==> config.mk <==
export PLATFORM = sky130hd
export DESIGN_NAME = ssk_hash
export DESIGN_NICKNAME = d
export VERILOG_FILES = /design/src/hdl/ssk_pkg.sv /design/src/hdl/ssk_hash.sv
export SDC_FILE = /design/constraint.sdc
export NUM_CORES = 1
export LEC_CHECK = 0
export BUFFER_PORTS_ARGS = -buffer_cell sky130_fd_sc_hd__buf_2
export CORE_ASPECT_RATIO = 1.75
export CORE_UTILIZATION = 33
export CTS_CLUSTER_DIAMETER = 80
export DETAILED_ROUTE_END_ITERATION = 8
export MAX_ROUTING_LAYER = met4
export SYNTH_ARGS = -nofsm -noshare
export SYNTH_HDL_FRONTEND = slang
export SYNTH_SLANG_ARGS = --single-unit
==> constraint.sdc <==
create_clock -name clk_i -period 16.7 [get_ports clk_i]
set_clock_uncertainty 0.2 [all_clocks]
set_input_delay 3.34 -clock clk_i [delete_from_list [all_inputs] [get_ports clk_i]]
set_output_delay 3.34 -clock clk_i [all_outputs]
set_load 0.1 [all_outputs]
==> src/hdl/ssk_pkg.sv <==
// Shared constants, request/response structs and helper functions of the spreader sketch.
package ssk_pkg;

  localparam int unsigned RegCount   = 65536;
  localparam int unsigned RegAw      = 16;
  localparam int unsigned TabEntries = 256;
  localparam int unsigned TabAw      = 8;
  localparam int unsigned QW         = 41;
  localparam int unsigned DivNw      = 57;
  localparam int unsigned DivDw      = 41;

  localparam logic [31:0] SeedInit = 32'd51318471;
  localparam logic [31:0] SeedStep = 32'd15417891;
  localparam logic [4:0]  RankCap  = 5'h1F;
  localparam logic [QW-1:0] QOne   = QW'(1) << 40;

  localparam logic CmdInsert = 1'b0;
  localparam logic CmdRead   = 1'b1;

  localparam logic CfgRegsInUse = 1'b0;
  localparam logic CfgSeed      = 1'b1;

  localparam logic [31:0] MurC1   = 32'hcc9e2d51;
  localparam logic [31:0] MurC2   = 32'h1b873593;
  localparam logic [31:0] MurAdd  = 32'he6546b64;
  localparam logic [31:0] MurF1   = 32'h85ebca6b;
  localparam logic [31:0] MurF2   = 32'hc2b2ae35;
  localparam logic [31:0] MurLen  = 32'd8;
  localparam logic [31:0] MurFive = 32'd5;

  typedef struct packed {
    logic        start;
    logic [31:0] seed;
    logic [31:0] key_a;
    logic [31:0] key_b;
  } hash_req_t;

  typedef struct packed {
    logic        done;
    logic [31:0] value;
  } hash_rsp_t;

  typedef struct packed {
    logic             start;
    logic [DivNw-1:0] num;
    logic [DivDw-1:0] den;
  } div_req_t;

  typedef struct packed {
    logic             done;
    logic [DivNw-1:0] quot;
    logic [DivDw-1:0] rem;
  } div_rsp_t;

  function automatic logic [31:0] rotl32(input logic [31:0] x, input int unsigned r);
    return (x << r) | (x >> (32 - r));
  endfunction

  // leading zeros plus one, capped; an all-zero hash gives the cap
  function automatic logic [4:0] rank_of(input logic [31:0] h);
    logic [4:0] r;
    logic       hit;
    r   = RankCap;
    hit = 1'b0;
    for (int i = 0; i < 31; i++) begin
      if (!hit && h[31-i]) begin
        r   = 5'(i + 1);
        hit = 1'b1;
      end
    end
    return r;
  endfunction

  function automatic logic [31:0] sat_add32(input logic [31:0] a, input logic [31:0] b);
    logic [32:0] s;
    s = {1'b0, a} + {1'b0, b};
    return s[32] ? 32'hFFFF_FFFF : s[31:0];
  endfunction

endpackage

==> src/hdl/ssk_hash.sv <==
// Eight-step MurmurHash3 unit for an 8-byte key around one shared 32-bit multiplier.
module ssk_hash (
  input  logic               clk_i,
  input  logic               rst_ni,
  input  ssk_pkg::hash_req_t req_i,
  output ssk_pkg::hash_rsp_t rsp_o
);

  logic        busy_q;
  logic        done_q;
  logic [2:0]  step_q;
  logic [31:0] acc_q;
  logic [31:0] h_q;
  logic [31:0] keyb_q;
  logic [31:0] mul_a;
  logic [31:0] mul_b;
  logic [31:0] add_c;
  logic [31:0] res;
  logic [31:0] t1;
  logic        to_acc;

  always_comb begin
    mul_a  = acc_q;
    mul_b  = ssk_pkg::MurC1;
    add_c  = '0;
    to_acc = 1'b1;
    t1     = h_q ^ ssk_pkg::MurLen;
    case (step_q)
      3'd0: begin
        mul_a = acc_q;
      end
      3'd1: begin
        mul_a = ssk_pkg::rotl32(acc_q, 15);
        mul_b = ssk_pkg::MurC2;
      end
      3'd2: begin
        mul_a  = ssk_pkg::rotl32(h_q ^ acc_q, 13);
        mul_b  = ssk_pkg::MurFive;
        add_c  = ssk_pkg::MurAdd;
        to_acc = 1'b0;
      end
      3'd3: begin
        mul_a = keyb_q;
      end
      3'd4: begin
        mul_a = ssk_pkg::rotl32(acc_q, 15);
        mul_b = ssk_pkg::MurC2;
      end
      3'd5: begin
        mul_a  = ssk_pkg::rotl32(h_q ^ acc_q, 13);
        mul_b  = ssk_pkg::MurFive;
        add_c  = ssk_pkg::MurAdd;
        to_acc = 1'b0;
      end
      3'd6: begin
        mul_a  = t1 ^ (t1 >> 16);
        mul_b  = ssk_pkg::MurF1;
        to_acc = 1'b0;
      end
      default: begin
        mul_a  = h_q ^ (h_q >> 13);
        mul_b  = ssk_pkg::MurF2;
        to_acc = 1'b0;
      end
    endcase
    res = mul_a * mul_b + add_c;
  end

  always_ff @(posedge clk_i or negedge rst_ni) begin
    if (!rst_ni) begin
      busy_q <= 1'b0;
      done_q <= 1'b0;
      step_q <= '0;
    end else begin
      done_q <= 1'b0;
      if (req_i.start) begin
        busy_q <= 1'b1;
        step_q <= '0;
      end else if (busy_q) begin
        step_q <= step_q + 3'd1;
        if (step_q == 3'd7) begin
          busy_q <= 1'b0;
          done_q <= 1'b1;
        end
      end
    end
  end

  always_ff @(posedge clk_i) begin
    if (req_i.start) begin
      acc_q  <= req_i.key_a;
      keyb_q <= req_i.key_b;
      h_q    <= req_i.seed;
    end else if (busy_q) begin
      if (to_acc) begin
        acc_q <= res;
      end else begin
        h_q <= res;
      end
    end
  end

  assign rsp_o.done  = done_q;
  assign rsp_o.value = h_q ^ (h_q >> 16);

endmodule

Word level (Yosys, flattened, before mapping)
Index checks and enable logic that the tools add are counted.
{"block": "word_totals", "reg_bits": 101, "elab_cells": 51}
{"block": "classes", "addsub": 2, "n_mul": 1, "n_eq_ne": 8, "mux": 18, "bitwise": 7, "n_reduce_logical": 9}
{"operator": "$mux 32", "n": 7}
{"operator": "$pmux 32 s5", "n": 1}
{"operator": "$pmux 32 s4", "n": 1}
{"operator": "$xor 32x16->32", "n": 2}
{"operator": "$add 32x32->32", "n": 1}
{"operator": "$mul 32x32->32", "n": 1}
{"operator": "$or 32x13->32", "n": 1}
{"operator": "$or 32x15->32", "n": 1}
{"operator": "$xor 32x19->32", "n": 1}
{"operator": "$xor 32x32->32", "n": 1}
{"operator": "$eq 3x3->1 const B", "n": 4}
{"operator": "$mux 1", "n": 7}
{"operator": "$eq 3x2->1 const B", "n": 2}
{"operator": "$mux 3", "n": 2}
{"operator": "$reduce_or 2->1", "n": 3}
{"operator": "$reduce_and 2->1", "n": 2}
{"operator": "$reduce_bool 2->1", "n": 2}
{"operator": "$reduce_or 4->1", "n": 1}
{"operator": "$add 3x1->3 const B", "n": 1}
{"operator": "$eq 3x1->1 const B", "n": 1}
{"operator": "$logic_not 3->1", "n": 1}
{"operator": "$ne 2x2->1 const B", "n": 1}
{"operator": "$not 1->1", "n": 1}

Logic depth before layout (Yosys ltp)
Gate-level depths: netlist of the first run.
{"block": "logic_depth", "ltp_word": 8, "depth_mapped": 42, "depth_no_buf": 38}

Least setup slack after synthesis of the first run
OpenSTA, ideal clock, no wires.
{"block": "synth_timing", "path_kind": "register to register", "from": "register h_q[26]", "to": "register acc_q[31] (data pin)", "setup_ps": 269, "t_arrival_ps": 9016, "required_ps": 16231, "setup_slack_ps": 7216, "stages_incl_launch_ff": 29, "n_path_buf": 1, "synth_period_minus_slack_ps": 9484, "path_cell_list": "edfxtp_1 > xor2_1 > a22oi_1 > a31oi_1 > clkbuf_1 > and2_1 > fa_1 > fa_1 > fa_1 > inv_1 > fa_1 > inv_1 > fa_1 > inv_1 > fa_1 > inv_1 > fa_1 > fa_1 > ha_1 > a21o_1 > a21o_1 > a21oi_1 > o21ai_0 > a31o_2 > a221o_1 > o21ai_0 > o21ai_0 > xnor2_1 > mux2i_1"}
{"block": "synth_via", "elab_chain_len": 8, "word_cells_on_any_way": 10}
{"element": "start: declaration", "line_no": "ssk_hash.sv:13", "rtl": "logic [31:0] h_q;"}
{"element": "start signal: assignment", "line_no": "ssk_hash.sv:93", "rtl": "h_q <= req_i.seed;"}
{"element": "start signal: assignment", "line_no": "ssk_hash.sv:98", "rtl": "h_q <= res;"}
{"element": "$xor 32x32->32", "line_no": "ssk_hash.sv:37, ssk_hash.sv:50"}
{"element": "$or 32x13->32", "line_no": "ssk_pkg.sv:56", "rtl": "return (x << r) | (x >> (32 - r));"}
{"element": "$pmux 32 s5 *", "line_no": "ssk_hash.sv:28", "rtl": "case (step_q)"}
{"element": "$mul 32x32->32 *", "line_no": "ssk_hash.sv:66", "rtl": "res = mul_a * mul_b + add_c;"}
{"element": "$add 32x32->32 *", "line_no": "ssk_hash.sv:66"}
{"element": "$mux 32 *", "line_no": "ssk_hash.sv:95", "rtl": "if (to_acc) begin"}
{"element": "$mux 32 *", "line_no": "ssk_hash.sv:94", "rtl": "end else if (busy_q) begin"}
{"element": "$mux 32 *", "line_no": "ssk_hash.sv:90", "rtl": "if (req_i.start) begin"}
{"element": "end signal: assignment", "line_no": "ssk_hash.sv:91", "rtl": "acc_q <= req_i.key_a;"}
{"element": "end signal: assignment", "line_no": "ssk_hash.sv:96", "rtl": "acc_q <= res;"}
{"element": "end: declaration", "line_no": "ssk_hash.sv:12", "rtl": "logic [31:0] acc_q;"}
Every way passes the cells marked *; elsewhere a longest branch is shown, timed or not. The select of a mux whose other input is x is not followed.
A chain may end at the register's enable or synchronous reset.

Worst setup path in the final report of the first run
{"block": "layout_timing", "from": "register step_q[2]", "to": "register h_q[30] (data pin)"}
{"block": "layout_via", "elab_chain_len": 8, "word_cells_on_any_way": 18}
{"element": "start: declaration", "line_no": "ssk_hash.sv:11", "rtl": "logic [2:0] step_q;"}
{"element": "start signal: assignment", "line_no": "ssk_hash.sv:80", "rtl": "step_q <= step_q + 3'd1;"}
{"element": "$eq 3x3->1, or another cell as far along", "line_no": "ssk_hash.sv:28"}
{"element": "$reduce_or 2->1 (no source line)"}
{"element": "$pmux 32 s5 or $pmux 32 s4 (tied branches)", "line_no": "ssk_hash.sv:28"}
{"element": "$mul 32x32->32", "line_no": "ssk_hash.sv:66"}
{"element": "$add 32x32->32 *", "line_no": "ssk_hash.sv:66"}
{"element": "$mux 32 *", "line_no": "ssk_hash.sv:95"}
{"element": "$mux 32 *", "line_no": "ssk_hash.sv:94"}
{"element": "$mux 32 *", "line_no": "ssk_hash.sv:90"}
Marks and branches as above.

==> qor.yml, run 1 <==
routing:
  wl_met2_mm: 48.0
  dr.pass1.iters: 8
  wl_met1_mm: 28.1
  antenna_left: 0
  drt_iter0_drc: 1010
  wl_per_cell_microns: 28.7
  vias: 16365
  drt-total-wl_mm: 90.3
  drcViolationCount: 0
  routed.top_layer: "met4"
  route.met3.wl_mm: 3.58
  vias_per_cell: 5.21
yosys:
  synth_cell_types: 77
  synth_enable_flop_cells: 96
  async_flop_share_pct: 4.95
  synthTopCellsByArea: "fa_1, edfxtp_1, inv_1, ha_1, nand2_1"
  synthCells: 2239
  ys_seq_area_share_pct: 14.2
  ys_ff_latch: 101
  syn_area_per_cell_sq_um: 9.44
  synth_area_sq_um: 21100
  yosys.area.top_type_share_pct: 38.5
  syn-num-nets: 2901
  synth_area_leader_cell: "fa_1"
  synth_flop_cell: "edfxtp_1"
  ys_warn_count: 0
setup_path:
  crit_slowest_cell: "dfrtp_1"
  start_kind: "register"
  worstSetupPathType: "reg2reg"
  cp-end-kind: "register"
  slowest_delay_ns: 0.75
  cp_common_cell: "inv_1"
  cp_max_fo: 39
  arrival_ns: 11.37
  required_ns: 16.74
clock_network:
  cts.repair.resized: 0
  cts_buffers: 9
  clkTransAtPathRegs_ns: 0.08
  clkLatencyLatePin_ns: 0.38
  cts_tree: "built"
  cts_root_buf: "clkbuf_16"
  cts_hold_buf: 0
  clock_sinks: 101
  clockBufferDepth: 2
  post_cts_buffers: 0
  h-tree-depth: 3
timing:
  setup_viol: 0
  hold_slack_ns: 0.462
  grt_setup_unrepaired: "false"
  slew_headroom_pct: 25.6
  final_hold_viol_count: 0
  fin_crit_ns: 11.33
  slew_violations: 0
  timing.fmax_ghz: 0.0883
  tns_ns: 0
  worst_pin_slew_ns: 1.11
  finalCritPeriodShare_pct: 67.8
floorplan:
  num_rows: 122
  die_area_sq_um: 65100
  start_util_pct: 33.4
  fp.dieW_microns: 193
  die_h_microns: 337
  core_sq_um: 63300
  io_pins: 132
final_layout:
  area_growth_pct: 8.56
  fill_cells: 6480
  final_cell_area_sq_um: 22900
  final_common_cell: "inv_1"
  layout-drive-gt1-share_pct: 9.51
  final_cell_mix: "inv_1, fa_1, nand2_1"
  antenna_cells: 0
  layout.nets: 2992
global_route:
  grt_antenna_before_repair: 0
  grt_max_degree: 80
  grt_pass1_wl_mm: 129
  grt_overflow_total: 0
  grt_pass1_vias: 18622
  track_usage_pct: 29.4
place:
  place.gp.congestion: 1.03
  hpwlAfterDp_mm: 77.5
  port-buffer-count: 131
  placed_cell_area_sq_um: 22600
worst_hold_path:
  hp-class: "reg2reg"
status:
  status: "finished, final reports clean"
job:
  cap_violations: 0
final timing paths:
path	endpoint	depth (start not counted)	slack, ns	start
worst max register to register	h_q[30]	35	5.37	step_q[2]
worst min-delay path	done_q	2	0.46	busy_q
max in group asynchronous	step_q[2]	1	13.59	rst_ni
worst max-delay path	h_q[30]	35	5.37	step_q[2]
worst min register to register	done_q	2	0.46	busy_q
min in group asynchronous	step_q[0]	1	2.57	rst_ni
final cells by class:
type | instances | area, sq um | share of cell area (%)
Multi-Input combinational cell | 1456 | 15500 | 67.4
Clock buffer | 9 | 225 | 0.982
Sequential cell | 101 | 3010 | 13.1
Inverter | 593 | 2230 | 9.71
Timing Repair Buffer | 169 | 943 | 4.11
Clock inverter | 7 | 66.3 | 0.289
Tap cell | 806 | 1010 | 4.40
registers in the layout (all words and copies together) (netlist names):
register,count
keyb_q,32
busy_q,1
done_q,1
step_q,3
acc_q,32
h_q,32
cells in the mapped netlist (3+ instances only):
library cell and instances:
inv_1 586, fa_1 406, nand2_1 271, ha_1 157, nor2_1 123, edfxtp_1 96
xnor2_1 93, xor2_1 56, clkbuf_1 49, o21ai_0 49, a21oi_1 44, a21o_1 28
a222oi_1 24, nand2b_1 22, buf_4 19, and2_1 16, buf_2 13, a22oi_1 12
a31oi_1 11, nor3_1 11, nand3_1 10, o211ai_1 8, o21a_1 8, and3_1 7
mux2i_1 7, or3_1 7, a22o_1 6, buf_6 6, a211oi_1 5, dfrtp_1 5
inv_2 5, mux2_2 5, o21bai_1 5, xnor3_1 5, nor2b_1 4, a221o_1 3
o21ai_1 3, o221ai_1 3, o31a_1 3, o31ai_2 3
layer usage:
layer,vias to the layer above,global-route usage (%)
li1,6987,-
met1,8251,26.2
met2,758,54.2
met3,369,2.81
met4,0,28.4
met5,-,-
cells by family (layout without fill, tap and decap cells):
kind of cell | after synthesis | after routing | synth area share (%)
buffers and inverters | 682 | 778 | 12.7
adders and majority gates | 563 | 563 | 47.8
and+or+nand+nor | 480 | 480 | 9.46
AOI/OAI and AO/OA | 244 | 244 | 8.28
xor gates and xnor gates | 155 | 155 | 6.79
DFF | 101 | 101 | 14.2
muxes | 14 | 14 | 0.734
stage by stage:
step / worst slack, ns / utilization [%] / cells
finish: 5.37 / 36.2 / 3141
global route: 4.94 / 36.2 / 3141
CTS: 5.46 / 36.2 / 3140
global placement: 5.69 / 35.7 / 3124
floorplan: 7.22 / - / 2239
detailed placement: 5.52 / 35.7 / 3124
worst max-delay path, delay by kind of cell (launching register included):
family / cells / cell delay, ns
buffers and inverters: 8 / 0.93
adder cells (fa/ha/maj): 10 / 4.27
flip-flops: 1 / 0.75
AND/OR/NAND/NOR: 7 / 2.22
AO/OA/AOI/OAI: 10 / 2.78
Power of run 1 is left out: the tool's default activity adds up to more than one toggle a clock period on the data nets, which glitch-free logic cannot reach.
==> run 2: changes to the inputs <==
==> constraint.sdc (replaced) <==
create_clock -name clk_i -period 9.9 [get_ports clk_i]
set_clock_uncertainty 0.2 [all_clocks]
set_input_delay 1.98 -clock clk_i [delete_from_list [all_inputs] [get_ports clk_i]]
set_output_delay 1.98 -clock clk_i [all_outputs]
set_load 0.1 [all_outputs]
==> run 2 against run 1 <==
  * Sequential share of layout area decreased by 0.54 points
  * Global-route usage decreased by 0.28 points
  * Cell count increased by 3.4%
  * Flip-flop and latch count unchanged
  * Wire length decreased by 0.15%
  * Via count increased by 0.72%
  * Register-to-register slack got worse by 5.1 ns
  * Die area unchanged
  * Utilization increased by 1.6 points
  * First-iteration DRC count decreased by 4.1%
  * Critical path type unchanged
  * Non-clock buffer count increased by 106
==> qor.yml, run 2 (synthesized netlist as in run 1, its figures left out) <==
status:
  status: "finished, final reports clean"
timing:
  setup_viol: 0
  slew_violations: 0
  slew_headroom_pct: 41.1
  finalCritPeriodShare_pct: 96.9
  tns_ns: 0
  worst_pin_slew_ns: 0.880
  hold_slack_ns: 0.418
  timing.fmax_ghz: 0.104
  grt_setup_unrepaired: "false"
  final_hold_viol_count: 0
  fin_crit_ns: 9.59
final_layout:
  largest_registers: "acc_q: 32 flops, h_q: 32 flops, keyb_q: 32 flops"
  post-route-util_pct: 37.8
  final_cell_mix: "inv_1, fa_1, nand2_1"
  layout.nets: 3099
  final_cell_area_sq_um: 23900
  layout-drive-gt1-share_pct: 14.5
  area_growth_pct: 13.3
  final_common_cell: "inv_1"
routing:
  vias: 16483
  drt-total-wl_mm: 90.1
  antenna_left: 0
  dr.pass1.iters: 9
  wl_per_cell_microns: 27.7
  drcViolationCount: 0
  drt_iter0_drc: 969
  vias_per_cell: 5.07
place:
  hpwlAfterDp_mm: 79.2
  placed_cell_area_sq_um: 23500
  place.gp.congestion: 1.05
  port-buffer-count: 131
job:
  cap_violations: 0
clock_network:
  cts_root_buf: "clkbuf_16"
  cts_buffers: 9
  cts_hold_buf: 0
  h-tree-depth: 3
  clkTransAtPathRegs_ns: 0.08
  clock_sinks: 101
  clockBufferDepth: 2
  clkLatencyLatePin_ns: 0.38
  cts_tree: "built"
floorplan:
  die_area_sq_um: 65100
  die_h_microns: 337
  start_util_pct: 33.4
  io_pins: 132
  fp.dieW_microns: 193
  core_sq_um: 63300
  num_rows: 122
global_route:
  grt_antenna_before_repair: 1
  grt_pass1_wl_mm: 128
  grt_max_degree: 80
  track_usage_pct: 29.1
  grt_overflow_total: 0
  grt_pass1_vias: 18532
setup_path:
  r2r_end: "h_q[31]"
  cp-startpoint: "step_q[1]"
  crit_path_end: "h_q[31]"
  rr_startpoint: "step_q[1]"
  cp_common_cell: "fa_1"
  rr_worst_depth: 31
  slowest_delay_ns: 0.61
  start_kind: "register"
  worstSetupPathType: "reg2reg"
  required_ns: 9.80
  arrival_ns: 9.49
  r2r_slack_ns: 0.31
  cp-end-kind: "register"
  cp_max_fo: 13
  crit_slowest_cell: "fa_1"
worst_hold_path:
  hp-class: "reg2reg"
## run 2: changes by cell type in the layout (fill, tap and decap cells not counted), moves of 4 or more
| cell | delta |
|---|---|
| buf_12 | +7 |
| ha_2 | +4 |
| nand2_1 | -4 |
| nand2_2 | +4 |
| ha_1 | -4 |
| buf_4 | +99 |
## run 2: repair_timing
action | in CTS | in global routing
buffers inserted | 0 | 7
endpoints found under the setup margin | 5 | 16
pin swaps | 0 | 5
endpoints found under the hold margin | 0 | 0
resized for setup | 2 | 31
gates cloned | 0 | 1
## run 2: worst max-delay path: cells and delay by family (launching register included)
family / cells / cell delay, ns
adder cells (fa/ha/maj): 9 / 4.38
multiplexers: 2 / 0.43
XOR/XNOR: 9 / 2.17
AND/OR/NAND/NOR: 2 / 0.37
AO/OA/AOI/OAI: 2 / 0.38
flip-flops: 1 / 0.43
buffers and inverters: 7 / 0.90
## run 2: metal layers
metal	GRT usage, %	wire length, microns	share of wire, %	vias to the layer above
met3	2.11	3030	3.4	311
met4	25.6	9590	11	0
li1	-	-	-	7205
met5	-	0	0	-
met2	54.9	49300	55	706
met1	26.3	28200	31	8261
## run 2: how the worst min path moves through the flow
stage	start	to	slack, ns	depth (start not counted)
after floorplan	step_q[1]	step_q[1]	0.36	2
after CTS	step_q[2]	step_q[2]	0.42	2
final	step_q[2]	step_q[2]	0.42	2
after global routing	step_q[2]	step_q[2]	0.45	2
after detailed placement	step_q[2]	step_q[2]	0.41	2
after global placement	step_q[1]	step_q[1]	0.38	2
## run 2: layout make-up
cell class	count	area [sq um]
Tap cell	806	1010
Inverter	593	2230
Timing Repair Buffer	275	1830
Clock inverter	7	78.8
Clock buffer	9	225
Multi-Input combinational cell	1457	15600
Sequential cell	101	3010
Antenna cell	1	2.50
Fill cell	6456	39400
## run 2: per-stage QoR
step / setup slack (ns) / cells
3_5_place_dp: -0.00881 / 3224
3_3_place_gp: 0.148 / 3224
6_report: 0.312 / 3249
2_1_floorplan: 0.416 / 2239
5_1_grt: 0.00847 / 3248
4_1_cts: 0.0460 / 3240
Power of run 2 is left out for the same reason.
