<file path="src/hdl/ssk_pkg.sv">
// Shared constants, request/response structs and helper functions of the spreader sketch.
package ssk_pkg;

  localparam int unsigned RegCount   = 65536;
  localparam int unsigned RegAw      = 16;
  localparam int unsigned TabEntries = 256;
  localparam int unsigned TabAw      = 8;
  localparam int unsigned QW         = 41;
  localparam int unsigned DivNw      = 57;
  localparam int unsigned DivDw      = 41;

  localparam logic [31:0] SeedInit = 32'd51318471;
  localparam logic [31:0] SeedStep = 32'd15417891;
  localparam logic [4:0]  RankCap  = 5'h1F;
  localparam logic [QW-1:0] QOne   = QW'(1) << 40;

  localparam logic CmdInsert = 1'b0;
  localparam logic CmdRead   = 1'b1;

  localparam logic CfgRegsInUse = 1'b0;
  localparam logic CfgSeed      = 1'b1;

  localparam logic [31:0] MurC1   = 32'hcc9e2d51;
  localparam logic [31:0] MurC2   = 32'h1b873593;
  localparam logic [31:0] MurAdd  = 32'he6546b64;
  localparam logic [31:0] MurF1   = 32'h85ebca6b;
  localparam logic [31:0] MurF2   = 32'hc2b2ae35;
  localparam logic [31:0] MurLen  = 32'd8;
  localparam logic [31:0] MurFive = 32'd5;

  typedef struct packed {
    logic        start;
    logic [31:0] seed;
    logic [31:0] key_a;
    logic [31:0] key_b;
  } hash_req_t;

  typedef struct packed {
    logic        done;
    logic [31:0] value;
  } hash_rsp_t;

  typedef struct packed {
    logic             start;
    logic [DivNw-1:0] num;
    logic [DivDw-1:0] den;
  } div_req_t;

  typedef struct packed {
    logic             done;
    logic [DivNw-1:0] quot;
    logic [DivDw-1:0] rem;
  } div_rsp_t;

  function automatic logic [31:0] rotl32(input logic [31:0] x, input int unsigned r);
    return (x << r) | (x >> (32 - r));
  endfunction

  // leading zeros plus one, capped; an all-zero hash gives the cap
  function automatic logic [4:0] rank_of(input logic [31:0] h);
    logic [4:0] r;
    logic       hit;
    r   = RankCap;
    hit = 1'b0;
    for (int i = 0; i < 31; i++) begin
      if (!hit && h[31-i]) begin
        r   = 5'(i + 1);
        hit = 1'b1;
      end
    end
    return r;
  endfunction

  function automatic logic [31:0] sat_add32(input logic [31:0] a, input logic [31:0] b);
    logic [32:0] s;
    s = {1'b0, a} + {1'b0, b};
    return s[32] ? 32'hFFFF_FFFF : s[31:0];
  endfunction

endpackage

</file>
<file path="src/hdl/ssk_div.sv">
// Restoring divider, one quotient bit per cycle.
module ssk_div (
  input  logic              clk_i,
  input  logic              rst_ni,
  input  ssk_pkg::div_req_t req_i,
  output ssk_pkg::div_rsp_t rsp_o
);

  localparam int unsigned CntW = $clog2(ssk_pkg::DivNw);

  logic                      busy_q;
  logic                      done_q;
  logic [CntW-1:0]           cnt_q;
  logic [ssk_pkg::DivNw-1:0] num_q;
  logic [ssk_pkg::DivDw-1:0] rem_q;
  logic [ssk_pkg::DivDw-1:0] den_q;
  logic [ssk_pkg::DivDw:0]   shifted;
  logic [ssk_pkg::DivDw+1:0] diff;
  logic                      ge;

  always_comb begin
    shifted = {rem_q, num_q[ssk_pkg::DivNw-1]};
    diff    = {1'b0, shifted} - {2'b00, den_q};
    ge      = ~diff[ssk_pkg::DivDw+1];
  end

  always_ff @(posedge clk_i or negedge rst_ni) begin
    if (!rst_ni) begin
      busy_q <= 1'b0;
      done_q <= 1'b0;
      cnt_q  <= '0;
    end else begin
      done_q <= 1'b0;
      if (req_i.start) begin
        busy_q <= 1'b1;
        cnt_q  <= '0;
      end else if (busy_q) begin
        cnt_q <= cnt_q + CntW'(1);
        if (cnt_q == CntW'(ssk_pkg::DivNw - 1)) begin
          busy_q <= 1'b0;
          done_q <= 1'b1;
        end
      end
    end
  end

  always_ff @(posedge clk_i) begin
    if (req_i.start) begin
      num_q <= req_i.num;
      den_q <= req_i.den;
      rem_q <= '0;
    end else if (busy_q) begin
      num_q <= {num_q[ssk_pkg::DivNw-2:0], ge};
      rem_q <= ge ? diff[ssk_pkg::DivDw-1:0] : shifted[ssk_pkg::DivDw-1:0];
    end
  end

  assign rsp_o.done = done_q;
  assign rsp_o.quot = num_q;
  assign rsp_o.rem  = rem_q;

endmodule

</file>
<file path="config.mk">
export PLATFORM = sky130hd
export DESIGN_NAME = ssk_div
export DESIGN_NICKNAME = d
export VERILOG_FILES = /design/src/hdl/ssk_pkg.sv /design/src/hdl/ssk_div.sv
export SDC_FILE = /design/constraint.sdc
export NUM_CORES = 1
export LEC_CHECK = 0
export ABC_AREA = 1
export CAP_MARGIN = 5
export CORE_ASPECT_RATIO = 1.2
export CORE_MARGIN = 2
export CORE_UTILIZATION = 50
export DETAILED_ROUTE_END_ITERATION = 8
export DONT_BUFFER_PORTS = 1
export GPL_TIMING_DRIVEN = 1
export PLACE_DENSITY_LB_ADDON = 0.2
export SYNTH_ARGS = -nofsm -noshare
export SYNTH_HDL_FRONTEND = slang
export SYNTH_SLANG_ARGS = --single-unit
</file>
<file path="constraint.sdc">
create_clock -name clk_i -period 7 [get_ports clk_i]
set_input_delay 0.35 -clock clk_i [delete_from_list [all_inputs] [get_ports clk_i]]
set_output_delay 0.35 -clock clk_i [all_outputs]
set_load 0.01 [all_outputs]
</file>
# ---- Yosys cells after proc, flatten, opt, wreduce, memory -nomap -nowiden
# Cells that the tools add are included.
dict set report word_totals {
  regBits 147
  inputBits 101
  out_inout_bits 99
  wordCells 22
}
dict set report op_classes {
  add_sub_neg 2
  n_eq_ne 1
  mux 11
  bitwise 1
  n_reduce_logical 1
}
# operator count
set op_table {}
lappend op_table {{$mux W57} 2}
lappend op_table {{$sub A42 B41 Y43} 1}
lappend op_table {{$mux W41} 1}
lappend op_table {{$mux W6} 2}
lappend op_table {{$add A6 B1 Y6 const B} 1}
lappend op_table {{$eq A6 B6 Y1 const B} 1}
lappend op_table {{$mux W1} 6}
lappend op_table {{$reduce_bool A2 Y1} 1}
lappend op_table {{$not A1 Y1} 1}

# ---- Longest topological paths before layout
# Gate-level depths: netlist of run 1.
dict set report depth {
  word_depth 4
  ltp_mapped 17
  ltp_nobuf 16
}

# ---- Least setup slack after synthesis of run 1
# No wires, ideal clock.
dict set report synth_timing {
  kind {input to register}
  start {in req_i[98] in the netlist's numbering}
  end {reg num_q[0] in the netlist's numbering (enable)}
  setup_ns 0.442
  arrival_time_ns 2.484
  t_required_ns 6.558
  slack_ns 4.074
  stages 4
  path_buffers 2
  cell_sequence {clkbuf_1 -> nor2_1 -> inv_1 -> clkbuf_1}
}
dict set report synth_via {
  elab_chain_len 1
}
# element line_no
set synth_rtl {}
lappend synth_rtl {{start, declared} ssk_div.sv:5} ;# input ssk_pkg::div_req_t req_i,
lappend synth_rtl {{$reduce_bool A2 Y1 (no source line)} -}
lappend synth_rtl {{end signal, assigned} ssk_div.sv:49} ;# num_q <= req_i.num;
lappend synth_rtl {{end signal, assigned} ssk_div.sv:53} ;# num_q <= {num_q[ssk_pkg::DivNw-2:0], ge};
lappend synth_rtl {{end, declared} ssk_div.sv:14} ;# logic [ssk_pkg::DivNw-1:0] num_q;
# No other way between the ends.
# A chain may end at the register's enable or synchronous reset.

# ---- Worst setup path in the final report of run 1
dict set report layout_timing {
  start {reg rem_q[18] in the netlist's numbering}
  end {reg rem_q[26] in the netlist's numbering}
}
dict set report layout_via {
  elab_chain_len 2
}
# element line_no
set layout_rtl {}
lappend layout_rtl {{start, declared} ssk_div.sv:15} ;# logic [ssk_pkg::DivDw-1:0] rem_q;
lappend layout_rtl {{start signal, assigned} ssk_div.sv:54} ;# rem_q <= ge ? diff[ssk_pkg::DivDw-1:0] : shifted[ssk_pkg::DivDw-1:0];
lappend layout_rtl {{$sub A42 B41 Y43} ssk_div.sv:23} ;# diff = {1'b0, shifted} - {2'b00, den_q};
lappend layout_rtl {{$mux W41} ssk_div.sv:54}
# No other way between the ends.

==> impl_metrics.py, run 1 <==
metrics = {
    "yosys": {
        "yosysUniqueCellTypes": 37,
        "yosys.area.top_type": "edfxtp_1",
        "synth_seq_cells": 147,
        "synth_common_cells": "nand2_1, inv_1, edfxtp_1",
        "yosysWarnings": 0,
        "synth_top_area_share_pct": 31.0,
        "synth_area_leaders": "edfxtp_1, nand2_1, inv_1",
        "syn_nets": 1530,
        "yosysMostFrequentCell": "nand2_1",
        "syn_avg_cell_area_um2": 6.86,
        "synth-edff-count": 98,
        "yosysSeqAreaShare_pct": 41.7,
        "netlist_area_um2": 9510,
        "ys.flop_type": "edfxtp_1",
        "async_reset_ff_share_pct": 5.44,
        "synthCells": 1385,
    },
    "worst_setup_path": {
        "arrival_ns": 4.05,
        "required_ns": 7.37,
        "crit_path_start_kind": "flop",
        "crit_type": "flop to flop",
        "cp_cell_sequence": "ha_1, nand2_1, nor2_2, nand2_1, clkinv_1, nand2_1, nand2_1, nand2_2, nand3_2, nand3_1, nand3_1, nand2_1",
        "max_stage_delay_ns": 1.04,
        "critPathMostFrequentCell": "nand2_1",
        "worst_setup_path_end_kind": "flop",
        "cp_max_fo": 47,
        "cp_slowest_cell": "nand3_2",
    },
    "timing": {
        "hold_violations": 0,
        "relSlewSlack_pct": 25.5,
        "finalCritPeriodShare_pct": 52.6,
        "fmaxAchievable_mhz": 272,
        "period_minus_slack_ns": 3.68,
        "tns_ns": 0,
        "tightest_slew_ns": 1.12,
        "drv_slew": 0,
        "setup_viol": 0,
        "clock_skew_ns": 0.0136,
        "rsz0062_at_grt": "no",
        "worst_slack_ns": 3.32,
    },
    "routing": {
        "postRouteAntennaNets": 0,
        "dr_total_vias": 8440,
        "wl_um": 26800,
        "dr.pass1.iters": 6,
        "vias_per_cell": 5.09,
        "drc": 0,
        "wl_per_cell_um": 16.2,
        "drt_iter0_drc": 505,
    },
    "clock_tree": {
        "cts_hold_buf": 2,
        "cts_max_level": 4,
        "clk_pin_slew_ns": 0.07,
        "cts_buffer_depth": 2,
        "post-cts-setup-buffers": 0,
        "cts-buffers-inserted": 17,
        "cts_tree": "done",
        "worstSkewPairLatency_ns": 0.43,
        "cts-root-buf": "clkbuf_16",
        "cts_resized": 0,
        "clkSinkCount": 147,
    },
    "status": {
        "status": "finished, final reports clean",
    },
    "floorplanning": {
        "fp.dieW_um": 130,
        "die_h_um": 155,
        "die_area_um2": 20100,
        "boundaryPins": 200,
        "rows": 55,
        "core_um2": 18700,
        "initial_core_util_pct": 50.8,
    },
    "placement": {
        "placedCellCount": 1608,
        "dpl-instance-area_um2": 9680,
        "place.gp.congestion": 0.984,
        "io_buffers": 0,
        "hpwl_um": 19800,
        "place_ws_ns": 3.28,
    },
    "cells_and_area": {
        "drive_above_1_share_pct": 3.64,
        "nFillCells": 1870,
        "final_area_um2": 10500,
        "nets": 1534,
        "multiInputGateArea_um2": 4410,
        "area_growth_pct": 10.1,
        "finalNonFillerCells": 1658,
        "n_antenna_cell": 0,
        "regArea_um2": 3960,
    },
    "power_and_ir_drop": {
        "pwr_density_cell_nw_per_um2": 348,
        "ir_drop_mv": 0.185,
        "fin_total_pwr_w": 0.00365,
        "leakage_nw": 5.54,
    },
    "global_route": {
        "grt_remaining_overflow": 0,
        "grt_start_max_net_pins": 103,
        "grt_usage_pct": 27.3,
        "grt_pass1_wl_um": 42600,
        "grt_pass1_vias": 8341,
        "antenna_found_initial": 0,
    },
    "hold_path": {
        "min_path_type": "input port to flop",
    },
    "job": {
        "maxCapViolCount": 0,
    },
}
[stage by stage]
step,utilization [%],hold WS [ns]
after global placement,51.7,0.0548
after global routing,55.9,0.000493
after detailed placement,51.7,0.0548
final,55.9,0.0140
after floorplan,-,0.0544
after CTS,55.0,0.000323
[per-layer routing]
metal | track usage, % | vias up | wire length [µm] | share of wire [%]
met3 | 6.64 | 36 | 2190 | 8.2
met5 | 0 | - | 0 | 0
met4 | 8.76 | 0 | 588 | 2.2
li1 | - | 4292 | - | -
met1 | 34.5 | 3800 | 11300 | 42
met2 | 45.7 | 312 | 12700 | 47
[path summary, 6_finish.rpt]
kind | from | end | slack, ns | depth (start not counted)
max reg2reg | rem_q[18] | rem_q[26] | 3.32 | 12
min | req_i[35] | den_q[35] | 0.01 | 0
max in group asynchronous | rst_ni | cnt_q[1] | 6.42 | 1
min reg2reg | cnt_q[3] | cnt_q[3] | 0.52 | 1
min in group asynchronous | rst_ni | cnt_q[5] | 0.27 | 1
max | rem_q[18] | rem_q[26] | 3.32 | 12
[report_power, final]
part | leakage [nW] | internal (W) | switching [W]
sequential | 1.47 | 0.00107 | 0.000189
clock | 0.293 | 0.000511 | 0.000434
combinational | 3.77 | 0.000499 | 0.000942
[critical path, delay by kind of cell (launching register included)]
kind / cells / cell delay, ns
flops: 1 / 0.48
buf+inv: 1 / 0.07
fa+ha+maj: 1 / 0.35
simple gates: 10 / 2.69
[layout make-up]
cell class	count	area share (%)
multi-input cells	944	42.1
flip-flops and latches	147	37.9
clock inverters	14	1.61
well taps	256	3.06
inverters	258	9.26
repair buffers	21	1.94
clock buffers	18	4.10
[logic make-up (layout without fill, tap and decap cells)]
logic type	after synthesis	in the layout	synth area share, %
fa+ha+maj	44	44	5.87
xor+xnor	15	15	1.38
buf+inv	294	311	12.0
compound gates	64	64	3.67
flops	147	147	41.7
simple gates	821	821	35.4
[layout by cell type, fill, tap and decap left out, types with 14 or more instances in the layout]
| master | instances |
|---|---|
| o21ai_0 | 22 |
| inv_1 | 253 |
| xnor2_1 | 14 |
| dfxtp_1 | 41 |
| dlygate4sd3_1 | 18 |
| nand3_1 | 85 |
| nand2_1 | 590 |
| nor2_1 | 83 |
| edfxtp_1 | 98 |
| ha_1 | 43 |
| nand4_1 | 43 |
| a21oi_1 | 30 |
| clkbuf_16 | 17 |
[registers in the layout, indices dropped and copies added, names as in the netlist]
signal / flops
num_q: 57
done_q: 1
rem_q: 41
den_q: 41
busy_q: 1
cnt_q: 6
Power figures use the tool's default switching activity.
==> run 2: changes to the inputs <==
==> constraint.sdc (replaced) <==
create_clock -name clk_i -period 3.9 [get_ports clk_i]
set_input_delay 0.195 -clock clk_i [delete_from_list [all_inputs] [get_ports clk_i]]
set_output_delay 0.195 -clock clk_i [all_outputs]
set_load 0.01 [all_outputs]
==> impl_metrics.py, run 2 (synthesized netlist as in run 1, its figures left out) <==
metrics = {
    "timing": {
        "drv_slew": 0,
        "clock_skew_ns": 0.0110,
        "finalCritPeriodShare_pct": 75.8,
        "tns_ns": 0,
        "hold_violations": 0,
        "timing.hold.ws_ns": 0.0127,
        "setup_viol": 0,
        "rsz0062_at_grt": "no",
        "period_minus_slack_ns": 2.96,
        "fmaxAchievable_mhz": 338,
        "tightest_slew_ns": 0.979,
        "relSlewSlack_pct": 34.7,
    },
    "cells_and_area": {
        "largest_reg_flops": 57,
        "nFillCells": 1767,
        "finalNonFillerCells": 1741,
        "final_area_um2": 11300,
        "nets": 1617,
        "area_growth_pct": 19.0,
        "drive_above_1_share_pct": 3.77,
        "regMostFlops": "num_q",
        "layout_common_cells": "nand2_1, inv_1, edfxtp_1, dlygate4sd3_1, nand3_1",
        "final_common_cell": "nand2_1",
        "n_antenna_cell": 0,
        "top_regs": "num_q x57, den_q x41, rem_q x41",
    },
    "routing": {
        "drt_iter0_drc": 650,
        "dr.pass1.iters": 5,
        "dr_total_vias": 8760,
        "vias_per_cell": 5.03,
        "drc": 0,
        "wl_per_cell_um": 16.5,
        "postRouteAntennaNets": 0,
        "wl_um": 28700,
    },
    "worst_setup_path": {
        "reg2reg_from": "num_q[56]",
        "cp_max_fo": 37,
        "arrival_ns": 3.15,
        "crit_path_start_kind": "flop",
        "cp_slowest_cell": "edfxtp_1",
        "critPathLaunch": "num_q[56]",
        "cp_cell_sequence": "inv_1, ha_1, inv_1, fa_1, nand3_1, nand3_2, nand3_4, nand3_2, buf_4, nand2_1, nand2_1",
        "crit_type": "flop to flop",
        "max_stage_delay_ns": 0.46,
        "required_ns": 4.09,
        "worst_setup_path_end_kind": "flop",
    },
    "floorplanning": {
        "die_h_um": 155,
        "die_area_um2": 20100,
        "core_um2": 18700,
        "boundaryPins": 200,
        "fp.dieW_um": 130,
        "rows": 55,
        "initial_core_util_pct": 50.8,
    },
    "global_route": {
        "grt_remaining_overflow": 0,
        "grt_pass1_vias": 8814,
        "grt_pass1_wl_um": 45100,
        "antenna_found_initial": 0,
        "grt_usage_pct": 29.2,
        "grt_start_max_net_pins": 92,
    },
    "power_and_ir_drop": {
        "leakage_nw": 5.91,
        "pwr_density_cell_nw_per_um2": 595,
        "ir_drop_mv": 0.322,
    },
    "placement": {
        "placedCellCount": 1612,
        "hpwl_um": 20300,
        "place.gp.congestion": 0.965,
        "dpl-instance-area_um2": 9710,
        "io_buffers": 0,
    },
    "clock_tree": {
        "cts_buffer_depth": 2,
        "cts_resized": 0,
        "worstSkewPairLatency_ns": 0.44,
        "cts-buffers-inserted": 17,
        "clkSinkCount": 147,
        "clk_pin_slew_ns": 0.07,
        "cts_max_level": 4,
        "post-cts-setup-buffers": 0,
        "cts_tree": "done",
        "cts_hold_buf": 97,
        "cts-root-buf": "clkbuf_16",
    },
    "job": {
        "maxCapViolCount": 0,
    },
    "hold_path": {
        "min_from": "req_i[60]",
        "min_path_type": "input port to flop",
    },
    "status": {
        "status": "finished, final reports clean",
    },
}
-- run 2: final timing paths --
path / end / slack, ns / depth (start not counted)
setup reg to reg: num_q[0] / 0.94 / 11
hold reg to reg: cnt_q[3] / 0.52 / 1
setup / recovery: num_q[0] / 0.94 / 11
min in group asynchronous: cnt_q[5] / 0.11 / 1
hold / removal: num_q[19] / 0.01 / 2
max in group asynchronous: busy_q / 3.52 / 1
-- run 2: report_power, final --
group / leakage, nW / switching, W / internal (W) / total (W)
registers: 1.47 / 0.000344 / 0.00192 / 0.00227
logic: 4.13 / 0.00175 / 0.000957 / 0.00270
clock network: 0.302 / 0.000780 / 0.000977 / 0.00176
-- run 2: worst max-delay path: cells and delay by family, from the launching register on --
family / cells / cell delay (ns)
and+or+nand+nor: 6 / 1.13
adders and majority gates: 2 / 0.62
buffers and inverters: 3 / 0.49
DFF: 1 / 0.46
-- run 2: area by class of cell --
class	count	area [µm²]	area share [%]
multi-input cells	944	4400	38.9
repair buffers	104	1040	9.20
inverters	258	968	8.56
clock buffers	17	425	3.76
flip-flops and latches	147	3960	35.0
well taps	256	320	2.83
clock inverters	15	189	1.67
-- run 2: layer usage --
metal,track usage [%],vias up,wire length (µm)
li1,-,4473,-
met3,6.40,45,2050
met4,12.5,0,1020
met1,35.9,3929,12000
met2,49.1,313,13600
met5,0,-,0
-- run 2: stage by stage --
stage | util [%] | power, W | worst slack, ns
after floorplan | - | 0.00422 | 1.13
after global placement | 51.9 | 0.00485 | 1.00
after detailed placement | 51.9 | 0.00487 | 0.970
after CTS | 60.4 | 0.00673 | 0.967
after global routing | 60.4 | 0.00721 | 0.726
final | 60.4 | 0.00673 | 0.944
==> run 3: changes to the inputs <==
==> constraint.sdc (replaced) <==
create_clock -name clk_i -period 2.6 [get_ports clk_i]
set_input_delay 0.13 -clock clk_i [delete_from_list [all_inputs] [get_ports clk_i]]
set_output_delay 0.13 -clock clk_i [all_outputs]
set_load 0.01 [all_outputs]
==> impl_metrics.py, run 3 (synthesized netlist as in run 1, its figures left out) <==
metrics = {
    "clock_tree": {
        "clkSinkCount": 147,
        "cts_buffer_depth": 2,
        "worstSkewPairLatency_ns": 0.43,
        "cts-buffers-inserted": 17,
        "clk_pin_slew_ns": 0.07,
        "cts-root-buf": "clkbuf_16",
        "cts_tree": "done",
        "cts_max_level": 4,
    },
    "cells_and_area": {
        "multiInputGateArea_um2": 4410,
        "finalNonFillerCells": 1773,
        "n_antenna_cell": 0,
        "nets": 1649,
        "area_growth_pct": 21.6,
        "largest_reg_flops": 57,
        "top_regs": "num_q x57, den_q x41, rem_q x41",
        "layout_common_cells": "nand2_1, inv_1, dlygate4sd3_1, edfxtp_1, nand3_1",
        "nFillCells": 1778,
        "regMostFlops": "num_q",
        "final_common_cell": "nand2_1",
        "regArea_um2": 3960,
        "drive_above_1_share_pct": 5.74,
    },
    "floorplanning": {
        "core_um2": 18700,
        "rows": 55,
        "initial_core_util_pct": 50.8,
        "fp.dieW_um": 130,
        "die_area_um2": 20100,
        "die_h_um": 155,
        "boundaryPins": 200,
    },
    "placement": {
        "hpwl_um": 20400,
        "placedCellCount": 1640,
        "io_buffers": 0,
        "place.gp.congestion": 0.978,
    },
    "worst_setup_path": {
        "r2r_end": "rem_q[30]",
        "arrival_ns": 2.76,
        "crit_type": "flop to flop",
        "max_stage_delay_ns": 0.43,
        "r2r_slack_ns": 0.17,
        "reg2reg_from": "num_q[56]",
        "ff2ff_path_depth": 13,
        "cp_cell_sequence": "inv_1, ha_1, inv_1, fa_1, nand3_1, nand3_2, nand3_4, buf_6, nand4_1, nand2_1, inv_1, nand2_1, nand2_1",
        "required_ns": 2.93,
        "cp_max_fo": 36,
        "crit_path_start_kind": "flop",
        "worst_setup_path_end_kind": "flop",
        "cp_slowest_cell": "fa_1",
    },
    "global_route": {
        "antenna_found_initial": 0,
        "grt_usage_pct": 28.4,
        "grt_start_max_net_pins": 101,
        "grt_pass1_vias": 8762,
        "grt_pass1_wl_um": 44300,
        "grt_remaining_overflow": 0,
    },
    "timing": {
        "drv_slew": 0,
        "setup_viol": 0,
        "period_minus_slack_ns": 2.43,
        "hold_violations": 0,
        "fmaxAchievable_mhz": 411,
        "tns_ns": 0,
        "finalCritPeriodShare_pct": 93.6,
        "tightest_slew_ns": 0.742,
        "clock_skew_ns": 0.0106,
        "rsz0062_at_grt": "no",
        "relSlewSlack_pct": 50.5,
    },
    "power_and_ir_drop": {
        "fin_total_pwr_w": 0.0101,
        "pwr_density_cell_nw_per_um2": 873,
        "leakage_nw": 6.04,
        "ir_drop_mv": 0.550,
    },
    "routing": {
        "drc": 0,
        "wl_um": 28000,
        "postRouteAntennaNets": 0,
        "dr_total_vias": 8933,
        "wl_per_cell_um": 15.8,
        "drt_iter0_drc": 586,
        "vias_per_cell": 5.04,
        "dr.pass1.iters": 5,
    },
    "status": {
        "status": "finished, final reports clean",
    },
    "job": {
        "maxCapViolCount": 0,
    },
    "hold_path": {
        "min_path_type": "input port to asynchronous set/reset pin",
    },
}
[run 3: changes by cell type in the layout (fill, tap and decap cells not counted), sizes merged]
| cell | previous run | this run |
|---|---|---|
| bufinv | 2 | 0 |
| clkinvlp | 0 | 3 |
| inv | 265 | 264 |
| dlygate4sd3 | 96 | 99 |
| buf | 8 | 37 |
[run 3: worst max path at each step]
stage,from,to,slack [ns],depth (start not counted)
3_5_place_dp,num_q[56],rem_q[30],0.08,13
5_1_grt,num_q[56],rem_q[35],0.02,13
2_1_floorplan,num_q[56],rem_q[13],0.41,11
6_report,num_q[56],rem_q[30],0.17,13
4_1_cts,num_q[56],rem_q[30],0.07,13
3_3_place_gp,num_q[56],rem_q[30],0.09,13
[run 3: per-layer routing]
metal  GRT usage (%)  part of all wire [%]  vias up
met3            5.78                   6.5       48
met1            35.4                    43     4053
met4            10.0                   2.6        0
met5               0                     0        -
met2            48.7                    48      299
li1                -                     -     4533
[run 3: final cells by class]
cell class / count / share of cell area [%]
Multi-Input combinational cell: 944 / 38.2
Sequential cell: 147 / 34.3
Timing Repair Buffer: 136 / 11.4
Inverter: 258 / 8.38
Clock buffer: 17 / 3.68
Tap cell: 256 / 2.77
Clock inverter: 15 / 1.26
[run 3: what timing repair did]
| item | CTS | global route |
|---|---|---|
| hold buffers | 100 | 0 |
| endpoints found under the setup margin | 0 | 28 |
| buffers inserted | 0 | 1 |
| gates resized for setup | 0 | 4 |
| hold endpoints to repair | 149 | 0 |
[run 3: worst max-delay path, delay by kind of cell (launching register included)]
kind,cells,cell delay [ns]
adders and majority gates,2,0.59
buffers and inverters,4,0.55
DFF,1,0.41
and+or+nand+nor,7,0.77
[run 3: per-stage QoR]
| stage | utilization, % | hold WS [ns] | worst slack, ns | area (µm²) |
|---|---|---|---|---|
| after global placement | 53.1 | -0.165 | 0.0934 | 9940 |
| after CTS | 61.6 | 0.0598 | 0.0717 | 11500 |
| final | 61.7 | 0.0646 | 0.166 | 11600 |
| after detailed placement | 53.1 | -0.165 | 0.0830 | 9940 |
| after floorplan | - | -0.166 | 0.414 | 9510 |
| after global routing | 61.7 | 0.0841 | 0.0157 | 11600 |
[run 3: power by group]
part | switching, W | internal [W] | total [W] | leakage, nW
Clock | 0.00115 | 0.00127 | 0.00242 | 0.270
Combinational | 0.00276 | 0.00162 | 0.00438 | 4.30
Sequential | 0.000408 | 0.00288 | 0.00329 | 1.47
